$ cat config.mk
export PLATFORM = sky130hd
export DESIGN_NAME = integer_to_ascii_formatter_flat
export DESIGN_NICKNAME = d
export VERILOG_FILES = /design/src/rtl/core/i2a_pkg.sv /design/src/rtl/core/i2a_ifs.sv /design/src/rtl/core/integer_to_ascii_formatter.sv /design/src/rtl/core/i2a_dd_stage.sv /design/src/rtl/core/i2a_fmt.sv /design/src/rtl/core/i2a_emit.sv /design/src/flat_wrapper.sv
export SDC_FILE = /design/constraint.sdc
export NUM_CORES = 1
export LEC_CHECK = 0
export BUFFER_PORTS_ARGS = -buffer_cell sky130_fd_sc_hd__buf_2
export CORE_ASPECT_RATIO = 0.6
export CORE_UTILIZATION = 55
export CTS_BUF_LIST = sky130_fd_sc_hd__clkbuf_4
export CTS_CLUSTER_SIZE = 30
export DETAILED_ROUTE_END_ITERATION = 16
export PLACE_DENSITY_LB_ADDON = 0.15
export SYNTH_ARGS = -nofsm -noshare
export SYNTH_HDL_FRONTEND = slang
export SYNTH_SLANG_ARGS = --single-unit
$ cat constraint.sdc
create_clock -name clk -period 12.2 [get_ports clk]
set_clock_uncertainty 0.1 [all_clocks]
set_input_delay 2.44 -clock clk [delete_from_list [all_inputs] [get_ports clk]]
set_output_delay 2.44 -clock clk [all_outputs]
set_load 0.005 [all_outputs]
$ cat src/rtl/core/i2a_pkg.sv
// Types, constants and helper functions of the integer to ASCII formatter.
// No dependencies; imported by the formatter modules, the checkers and the testbench.
package i2a_pkg;

  typedef enum logic [1:0] {
    CMD_DEC  = 2'd0,
    CMD_HEX  = 2'd1,
    CMD_HEX8 = 2'd2,
    CMD_RSVD = 2'd3
  } cmd_t;

  localparam int unsigned WORD_W     = 32;
  localparam int unsigned DEC_DIGITS = 10;
  localparam int unsigned HEX_DIGITS = 8;
  localparam int unsigned BCD_W      = 4 * DEC_DIGITS;
  localparam int unsigned DD_STAGES  = 8;
  localparam int unsigned DD_BITS    = WORD_W / DD_STAGES;

  localparam logic [7:0] CHR_ZERO  = 8'h30;
  localparam logic [7:0] CHR_MINUS = 8'h2D;
  localparam logic [7:0] CHR_LOW_A = 8'h61;
  localparam logic [7:0] CHR_UP_A  = 8'h41;

  // Item inside the conversion pipe
  typedef struct packed {
    cmd_t               cmd;
    logic               upper;
    logic               neg;
    logic [WORD_W-1:0]  val;
    logic [BCD_W-1:0]   bcd;
    logic [WORD_W-1:0]  bin;
  } dd_t;

  // Item handed to the character serialiser
  typedef struct packed {
    logic [DEC_DIGITS-1:0][3:0] dig;
    logic                       is_hex;
    logic                       upper;
    logic                       minus;
    logic [3:0]                 cnt;
  } emit_t;

  // One shift-and-add-3 step of binary to BCD conversion
  function automatic logic [BCD_W+WORD_W-1:0] dd_bit(logic [BCD_W-1:0] bcd,
                                                     logic [WORD_W-1:0] bin);
    logic [BCD_W-1:0] adj;
    logic [3:0]       d;
    adj = '0;
    for (int k = 0; k < DEC_DIGITS; k++) begin
      d = bcd[4*k +: 4];
      adj[4*k +: 4] = (d >= 4'd5) ? d + 4'd3 : d;
    end
    return {adj[BCD_W-2:0], bin, 1'b0};
  endfunction

  function automatic logic [7:0] digit_char(logic [3:0] nib, logic up);
    logic [7:0] ch;
    if (nib < 4'd10) begin
      ch = CHR_ZERO + {4'h0, nib};
    end else begin
      ch = (up ? CHR_UP_A : CHR_LOW_A) + {4'h0, nib - 4'd10};
    end
    return ch;
  endfunction

endpackage

$ cat src/rtl/core/i2a_ifs.sv
// Channel interfaces of the formatter: command input and character output.
// Plain valid/ready handshakes; no package dependency.
interface i2a_in_if;
  logic        valid;
  logic        ready;
  logic [1:0]  cmd;
  logic [31:0] value;
  logic        upper;

  modport source (output valid, cmd, value, upper, input ready);
  modport sink   (input valid, cmd, value, upper, output ready);
endinterface

interface i2a_out_if;
  logic       valid;
  logic       ready;
  logic [7:0] char_code;
  logic       last;

  modport source (output valid, char_code, last, input ready);
  modport sink   (input valid, char_code, last, output ready);
endinterface

$ cat src/rtl/core/integer_to_ascii_formatter.sv
// Channel | dir | payload                        | transfer
// in_ch   | in  | cmd[1:0], value[31:0], upper   | valid && ready
// out_ch  | out | char_code[7:0], last           | valid && ready
//
// One character leaves per cycle while out_ch is ready; a text is 1 to 11 characters long.
// The serialiser at the end of the pipe sets this rate.
// The first character passes through these registers in order: the sign stage, which loads on the
// input transfer edge, eight BCD stages, the length stage, the serialiser and the output register.
// rst_n is synchronous; it clears all valid bits. Back-pressure on out_ch
// holds every full stage; a transfer with cmd 3 is taken and dropped.
// Depends on i2a_pkg, i2a_ifs, i2a_dd_stage, i2a_fmt and i2a_emit.
module integer_to_ascii_formatter
  import i2a_pkg::*;
(
  input logic clk,
  input logic rst_n,
  i2a_in_if.sink    in_ch,
  i2a_out_if.source out_ch
);

  logic s0_vld_r;
  dd_t  s0_r;
  dd_t  s0_nxt;
  logic s0_rdy;
  cmd_t in_cmd;
  logic neg;

  logic stg_vld [0:DD_STAGES];
  logic stg_rdy [0:DD_STAGES];
  dd_t  stg_dat [0:DD_STAGES];

  logic  fmt_vld;
  logic  fmt_rdy;
  emit_t fmt_dat;
  logic  emit_rdy;

  assign in_cmd = cmd_t'(in_ch.cmd);
  assign neg    = (in_cmd == CMD_DEC) && in_ch.value[WORD_W-1];

  always_comb begin
    s0_nxt       = '0;
    s0_nxt.cmd   = in_cmd;
    s0_nxt.upper = in_ch.upper;
    s0_nxt.neg   = neg;
    s0_nxt.val   = in_ch.value;
    s0_nxt.bin   = neg ? (~in_ch.value + 32'd1) : in_ch.value;
  end

  assign s0_rdy      = !s0_vld_r || stg_rdy[0];
  assign in_ch.ready = s0_rdy;

  always_ff @(posedge clk) begin
    if (!rst_n) begin
      s0_vld_r <= 1'b0;
    end else if (s0_rdy) begin
      // drop the unused command here
      s0_vld_r <= in_ch.valid && (in_cmd != CMD_RSVD);
    end
  end

  always_ff @(posedge clk) begin
    if (s0_rdy && in_ch.valid) begin
      s0_r <= s0_nxt;
    end
  end

  assign stg_vld[0] = s0_vld_r;
  assign stg_dat[0] = s0_r;

  for (genvar g = 0; g < DD_STAGES; g++) begin : g_dd
    i2a_dd_stage u_dd (
      .clk   (clk),
      .rst_n (rst_n),
      .i_vld (stg_vld[g]),
      .i_dat (stg_dat[g]),
      .i_rdy (stg_rdy[g]),
      .o_vld (stg_vld[g+1]),
      .o_dat (stg_dat[g+1]),
      .o_rdy (stg_rdy[g+1])
    );
  end

  assign stg_rdy[DD_STAGES] = fmt_rdy;

  i2a_fmt u_fmt (
    .clk   (clk),
    .rst_n (rst_n),
    .i_vld (stg_vld[DD_STAGES]),
    .i_dat (stg_dat[DD_STAGES]),
    .i_rdy (fmt_rdy),
    .o_vld (fmt_vld),
    .o_dat (fmt_dat),
    .o_rdy (emit_rdy)
  );

  i2a_emit u_emit (
    .clk    (clk),
    .rst_n  (rst_n),
    .i_vld  (fmt_vld),
    .i_dat  (fmt_dat),
    .i_rdy  (emit_rdy),
    .o_vld  (out_ch.valid),
    .o_char (out_ch.char_code),
    .o_last (out_ch.last),
    .o_rdy  (out_ch.ready)
  );

endmodule

$ cat src/rtl/core/i2a_dd_stage.sv
// One pipe stage of the binary to BCD converter: DD_BITS shift-add-3 steps.
// Uses i2a_pkg for the item type and the step function.
module i2a_dd_stage
  import i2a_pkg::*;
(
  input  logic clk,
  input  logic rst_n,
  input  logic i_vld,
  input  dd_t  i_dat,
  output logic i_rdy,
  output logic o_vld,
  output dd_t  o_dat,
  input  logic o_rdy
);

  logic vld_r;
  dd_t  dat_r;
  dd_t  dat_nxt;

  always_comb begin
    dat_nxt = i_dat;
    for (int s = 0; s < DD_BITS; s++) begin
      {dat_nxt.bcd, dat_nxt.bin} = dd_bit(dat_nxt.bcd, dat_nxt.bin);
    end
  end

  assign i_rdy = !vld_r || o_rdy;

  always_ff @(posedge clk) begin
    if (!rst_n) begin
      vld_r <= 1'b0;
    end else if (i_rdy) begin
      vld_r <= i_vld;
    end
  end

  always_ff @(posedge clk) begin
    if (i_rdy && i_vld) begin
      dat_r <= dat_nxt;
    end
  end

  assign o_vld = vld_r;
  assign o_dat = dat_r;

endmodule

$ cat src/rtl/core/i2a_fmt.sv
// Length stage: picks the digit set and counts significant digits (eight for CMD_HEX8).
// Uses i2a_pkg for the item types and command codes.
module i2a_fmt
  import i2a_pkg::*;
(
  input  logic  clk,
  input  logic  rst_n,
  input  logic  i_vld,
  input  dd_t   i_dat,
  output logic  i_rdy,
  output logic  o_vld,
  output emit_t o_dat,
  input  logic  o_rdy
);

  logic  vld_r;
  emit_t dat_r;
  emit_t dat_nxt;

  always_comb begin
    dat_nxt        = '0;
    dat_nxt.upper  = i_dat.upper;
    dat_nxt.minus  = i_dat.neg;
    dat_nxt.cnt    = 4'd1;
    if (i_dat.cmd == CMD_DEC) begin
      dat_nxt.is_hex = 1'b0;
      dat_nxt.dig    = i_dat.bcd;
      // highest non-zero digit sets the length, one digit at least
      for (int k = 1; k < DEC_DIGITS; k++) begin
        if (i_dat.bcd[4*k +: 4] != 4'h0) begin
          dat_nxt.cnt = 4'(k + 1);
        end
      end
    end else begin
      dat_nxt.is_hex = 1'b1;
      dat_nxt.dig    = {{(BCD_W-WORD_W){1'b0}}, i_dat.val};
      if (i_dat.cmd == CMD_HEX8) begin
        dat_nxt.cnt = 4'(HEX_DIGITS);
      end else begin
        for (int k = 1; k < HEX_DIGITS; k++) begin
          if (i_dat.val[4*k +: 4] != 4'h0) begin
            dat_nxt.cnt = 4'(k + 1);
          end
        end
      end
    end
  end

  assign i_rdy = !vld_r || o_rdy;

  always_ff @(posedge clk) begin
    if (!rst_n) begin
      vld_r <= 1'b0;
    end else if (i_rdy) begin
      vld_r <= i_vld;
    end
  end

  always_ff @(posedge clk) begin
    if (i_rdy && i_vld) begin
      dat_r <= dat_nxt;
    end
  end

  assign o_vld = vld_r;
  assign o_dat = dat_r;

endmodule

$ cat src/rtl/core/i2a_emit.sv
// Character serialiser: sends the minus sign if there is one, then digits most significant
// first, one per cycle while the output is not stalled, through a registered output. Uses i2a_pkg.
module i2a_emit
  import i2a_pkg::*;
(
  input  logic  clk,
  input  logic  rst_n,
  input  logic  i_vld,
  input  emit_t i_dat,
  output logic  i_rdy,
  output logic  o_vld,
  output logic [7:0] o_char,
  output logic  o_last,
  input  logic  o_rdy
);

  logic       busy_r;
  emit_t      e_r;
  logic       out_vld_r;
  logic [7:0] char_r;
  logic       last_r;

  logic       fire;
  logic       done;
  logic [3:0] idx;
  logic [3:0] nib;
  logic [7:0] char_nxt;

  assign fire = busy_r && (!out_vld_r || o_rdy);
  assign idx  = e_r.cnt - 4'd1;
  assign nib  = e_r.dig[idx];
  assign done = fire && !e_r.minus && (e_r.cnt == 4'd1);

  always_comb begin
    if (e_r.minus) begin
      char_nxt = CHR_MINUS;
    end else begin
      char_nxt = digit_char(nib, e_r.upper && e_r.is_hex);
    end
  end

  // take the next item in the cycle the last character enters the output register
  assign i_rdy = !busy_r || done;

  always_ff @(posedge clk) begin
    if (!rst_n) begin
      busy_r    <= 1'b0;
      out_vld_r <= 1'b0;
    end else begin
      if (i_rdy) begin
        busy_r <= i_vld;
      end
      if (fire) begin
        out_vld_r <= 1'b1;
      end else if (o_rdy) begin
        out_vld_r <= 1'b0;
      end
    end
  end

  always_ff @(posedge clk) begin
    if (i_rdy && i_vld) begin
      e_r <= i_dat;
    end else if (fire) begin
      if (e_r.minus) begin
        e_r.minus <= 1'b0;
      end else begin
        e_r.cnt <= idx;
      end
    end
    if (fire) begin
      char_r <= char_nxt;
      last_r <= done;
    end
  end

  assign o_vld  = out_vld_r;
  assign o_char = char_r;
  assign o_last = last_r;

endmodule

$ cat src/flat_wrapper.sv
// flat-port wrapper written by rule: the top's interface ports become plain ports
module integer_to_ascii_formatter_flat import i2a_pkg::*;
  (clk, rst_n, in_ch_valid, in_ch_cmd, in_ch_value, in_ch_upper, in_ch_ready, out_ch_valid, out_ch_char_code, out_ch_last, out_ch_ready);
  i2a_in_if in_ch_i ();
  i2a_out_if out_ch_i ();
  input logic clk;
  input logic rst_n;
  input wire logic [$bits(in_ch_i.valid)-1:0] in_ch_valid;
  input wire logic [$bits(in_ch_i.cmd)-1:0] in_ch_cmd;
  input wire logic [$bits(in_ch_i.value)-1:0] in_ch_value;
  input wire logic [$bits(in_ch_i.upper)-1:0] in_ch_upper;
  output wire logic [$bits(in_ch_i.ready)-1:0] in_ch_ready;
  output wire logic [$bits(out_ch_i.valid)-1:0] out_ch_valid;
  output wire logic [$bits(out_ch_i.char_code)-1:0] out_ch_char_code;
  output wire logic [$bits(out_ch_i.last)-1:0] out_ch_last;
  input wire logic [$bits(out_ch_i.ready)-1:0] out_ch_ready;
  assign in_ch_i.valid = in_ch_valid;
  assign in_ch_i.cmd = in_ch_cmd;
  assign in_ch_i.value = in_ch_value;
  assign in_ch_i.upper = in_ch_upper;
  assign in_ch_ready = in_ch_i.ready;
  assign out_ch_valid = out_ch_i.valid;
  assign out_ch_char_code = out_ch_i.char_code;
  assign out_ch_last = out_ch_i.last;
  assign out_ch_i.ready = out_ch_ready;
  integer_to_ascii_formatter u_core (.clk(clk), .rst_n(rst_n), .in_ch(in_ch_i), .out_ch(out_ch_i));
endmodule
==> impl_metrics.toml <==
[status]
run_status = "completed"

[routing]
drt_first_iter_violations = 2231
vias = 28300
drt_wl_total_um = 77800
drt-pass1-iter-count = 8
drc = 0
viasPerCell = 5.74
ant_nets = 0
wire_per_inst_um = 15.8

[grt]
antenna_found_initial = 2
grt_max_degree = 77
grt.total_usage = 0.201
grt_overflow = 0
grt_pass1_wl_um = 127000
first_global_vias = 25300

[clock_network]
postCtsHoldBufs = 0
clock-sinks = 758
numCtsBuffers = 172
clkLatencyLatePin_ps = 1070
cts-htree-levels = 4
cts_root_buf = "clkbuf_4"
cts_tree = "done"
cts_resized = 0
post_cts.repair.setup_buffers = 0
clk_pin_slew_ps = 60
clockBufferDepth = 3

[floorplanning]
coreArea_um2 = 74400
initial_core_util = 0.561
placementRows = 77
die_x_um = 358
dieArea_um2 = 77000
die_y_um = 215
ios = 50

[pwr]
p_per_area_nw_per_um2 = 116
vdd_drop_max_mv = 0.0765
leakage_nw = 16.1

[run]
drv_cap = 0

[cells_and_area]
layout_common_cells = "edfxtp_1, a21oi_1, o21ai_0, clkbuf_4, nand2_1"
final_common_cell = "edfxtp_1"
fillers = 5974
final_layout_size_suffix_gt1_frac = 0.138
syn_to_final_growth_pct = 8.51
utilization = 0.609
layout.nets = 4013
layout.area.seq_um2 = 22600
multiInputGateArea_um2 = 18100

[worst_setup_path]
arrival_ps = 5170
startpoint = "out_ch_ready"
crit_type = "in2out"
start_kind = "primary input"
endpoint_kind = "output pin"
r2r_cells = 10
crit_fanout = 5
worst_r2r_startpoint = "u_core.u_emit.e_r[0]"
cp.required_ps = 9660

[sta]
slew_violations = 0
fmax_ghz = 0.130
grt_setup_unrepaired = "no"
hold_viol_final = 0
tns_ps = 0
setup_viol = 0
worstMarginPinSlew_ps = 1140
period_share = 0.632
layout_min_cycle_time_ps = 7710
slew_headroom = 0.221

[synth]
synth_fp_nets = 3864
ys_ff_latch = 758
synth-main-ff-cell = "edfxtp_1"
synthesis.area_um2 = 41700
synthXorXnorAreaFrac = 0.0444
synth-edff-count = 746
synth_cells = 3673
avgSynthCellArea_um2 = 11.4
synth_top_family_by_area = "compound AO/OA/AOI/OAI gates"
yosysSeqAreaShare = 0.542
ys_async_sr_fraction = 0
synth_mux_area_frac = 0.0535
synth_cell_types = 99
synth_warnings = 0
synth_compound_area_frac = 0.181
synth-simple-area-share = 0.105
synth_fa_ha_area_frac = 0.0470

[min_path]
min-delay-path-class = "reg2reg"
whs_path_depth = 0
hold_start = "u_core.g_dd[5].u_dd.o_dat[98]"

[place]
port_buffers = 48
dp_hpwl_um = 53500
place_congestion = 0.878
-- metal layers --
layer  share of wire  track usage
met4           0.014       0.0660
met2            0.38        0.263
met3           0.064       0.0452
met5               0            0
met1            0.54        0.325
-- cells by family (layout without fill, tap and decap cells) --
family | count (synthesis) | count (layout)
multiplexers | 199 | 199
adder cells (fa/ha/maj) | 158 | 158
AND/OR/NAND/NOR | 889 | 889
buffers and inverters | 295 | 567
other | 1 | 3
AO/OA/AOI/OAI | 1174 | 1174
flip-flops | 758 | 758
XOR/XNOR | 199 | 199
-- cell usage after synthesis, drive strengths merged (41+ instances only) --
library cell | n | share of area
a21oi | 327 | 0.041
o21ai | 308 | 0.037
nand2b | 84 | 0.013
xnor2 | 157 | 0.035
nand3 | 47 | 0.0056
clkbuf | 81 | 0.0073
a211oi | 44 | 0.0079
mux2i | 88 | 0.021
nand2 | 241 | 0.022
a31oi | 60 | 0.0093
ha | 152 | 0.046
xor2 | 41 | 0.0086
nor3b | 55 | 0.010
o21a | 45 | 0.0081
edfxtp | 746 | 0.54
nor3 | 67 | 0.0082
inv | 201 | 0.018
nor2 | 232 | 0.021
mux2 | 103 | 0.028
-- layout make-up --
class	count	area share
diodes	2	0.000110
clock inverters	38	0.00552
multi-input cells	2620	0.399
well taps	987	0.0273
clock buffers	259	0.0429
repair buffers	68	0.00862
inverters	202	0.0169
flip-flops and latches	758	0.500
-- where the power goes --
group / switching (mW) / leakage [nW] / internal [mW]
clock: 1.01 / 1.31 / 0.984
combinational: 0.218 / 7.91 / 0.149
sequential: 0.0148 / 6.89 / 2.89
-- state kept, by name (all words and copies together), names as in the netlist --
name and count:
u_core.g_dd.u_dd.o_dat 577, u_core.s0_r 67, u_core.u_emit.e_r 47, u_core.u_fmt.o_dat 47, u_core.g_dd.u_dd.o_vld 8, u_core.u_emit.o_char 7, u_core.s0_vld_r 1, u_core.u_emit.busy_r 1
u_core.u_emit.o_last 1, u_core.u_emit.o_vld 1, u_core.u_fmt.o_vld 1
-- critical path, cell delays in order --
cell	delay [ps]
buf_2	90
nand2b_1	160
a31oi_1	450
and3_1	420
and3_1	470
and3_1	420
and3_1	400
nand3_1	160
buf_2	160
-- metrics by stage --
stage	area, um2	cells	power, mW	hold slack [ps]	worst slack [ps]
2_1_floorplan	41700	3673	3.24	300	2960
3_3_place_gp	43100	4635	3.31	300	4570
3_5_place_dp	43100	4635	3.32	305	4520
4_1_cts	45300	4932	5.33	301	4500
5_1_grt	45300	4934	5.50	308	4260
6_report	45300	4934	5.26	296	4490
-- path summary, 6_finish.rpt --
path / to / slack [ps]
setup / recovery: in_ch_ready / 4490
hold / removal: u_core.g_dd[6].u_dd.o_dat[98] / 300
setup reg to reg: u_core.s0_r[100] / 7540
hold reg to reg: u_core.g_dd[6].u_dd.o_dat[98] / 300
Note: power is estimated with default switching activity, not from simulation.
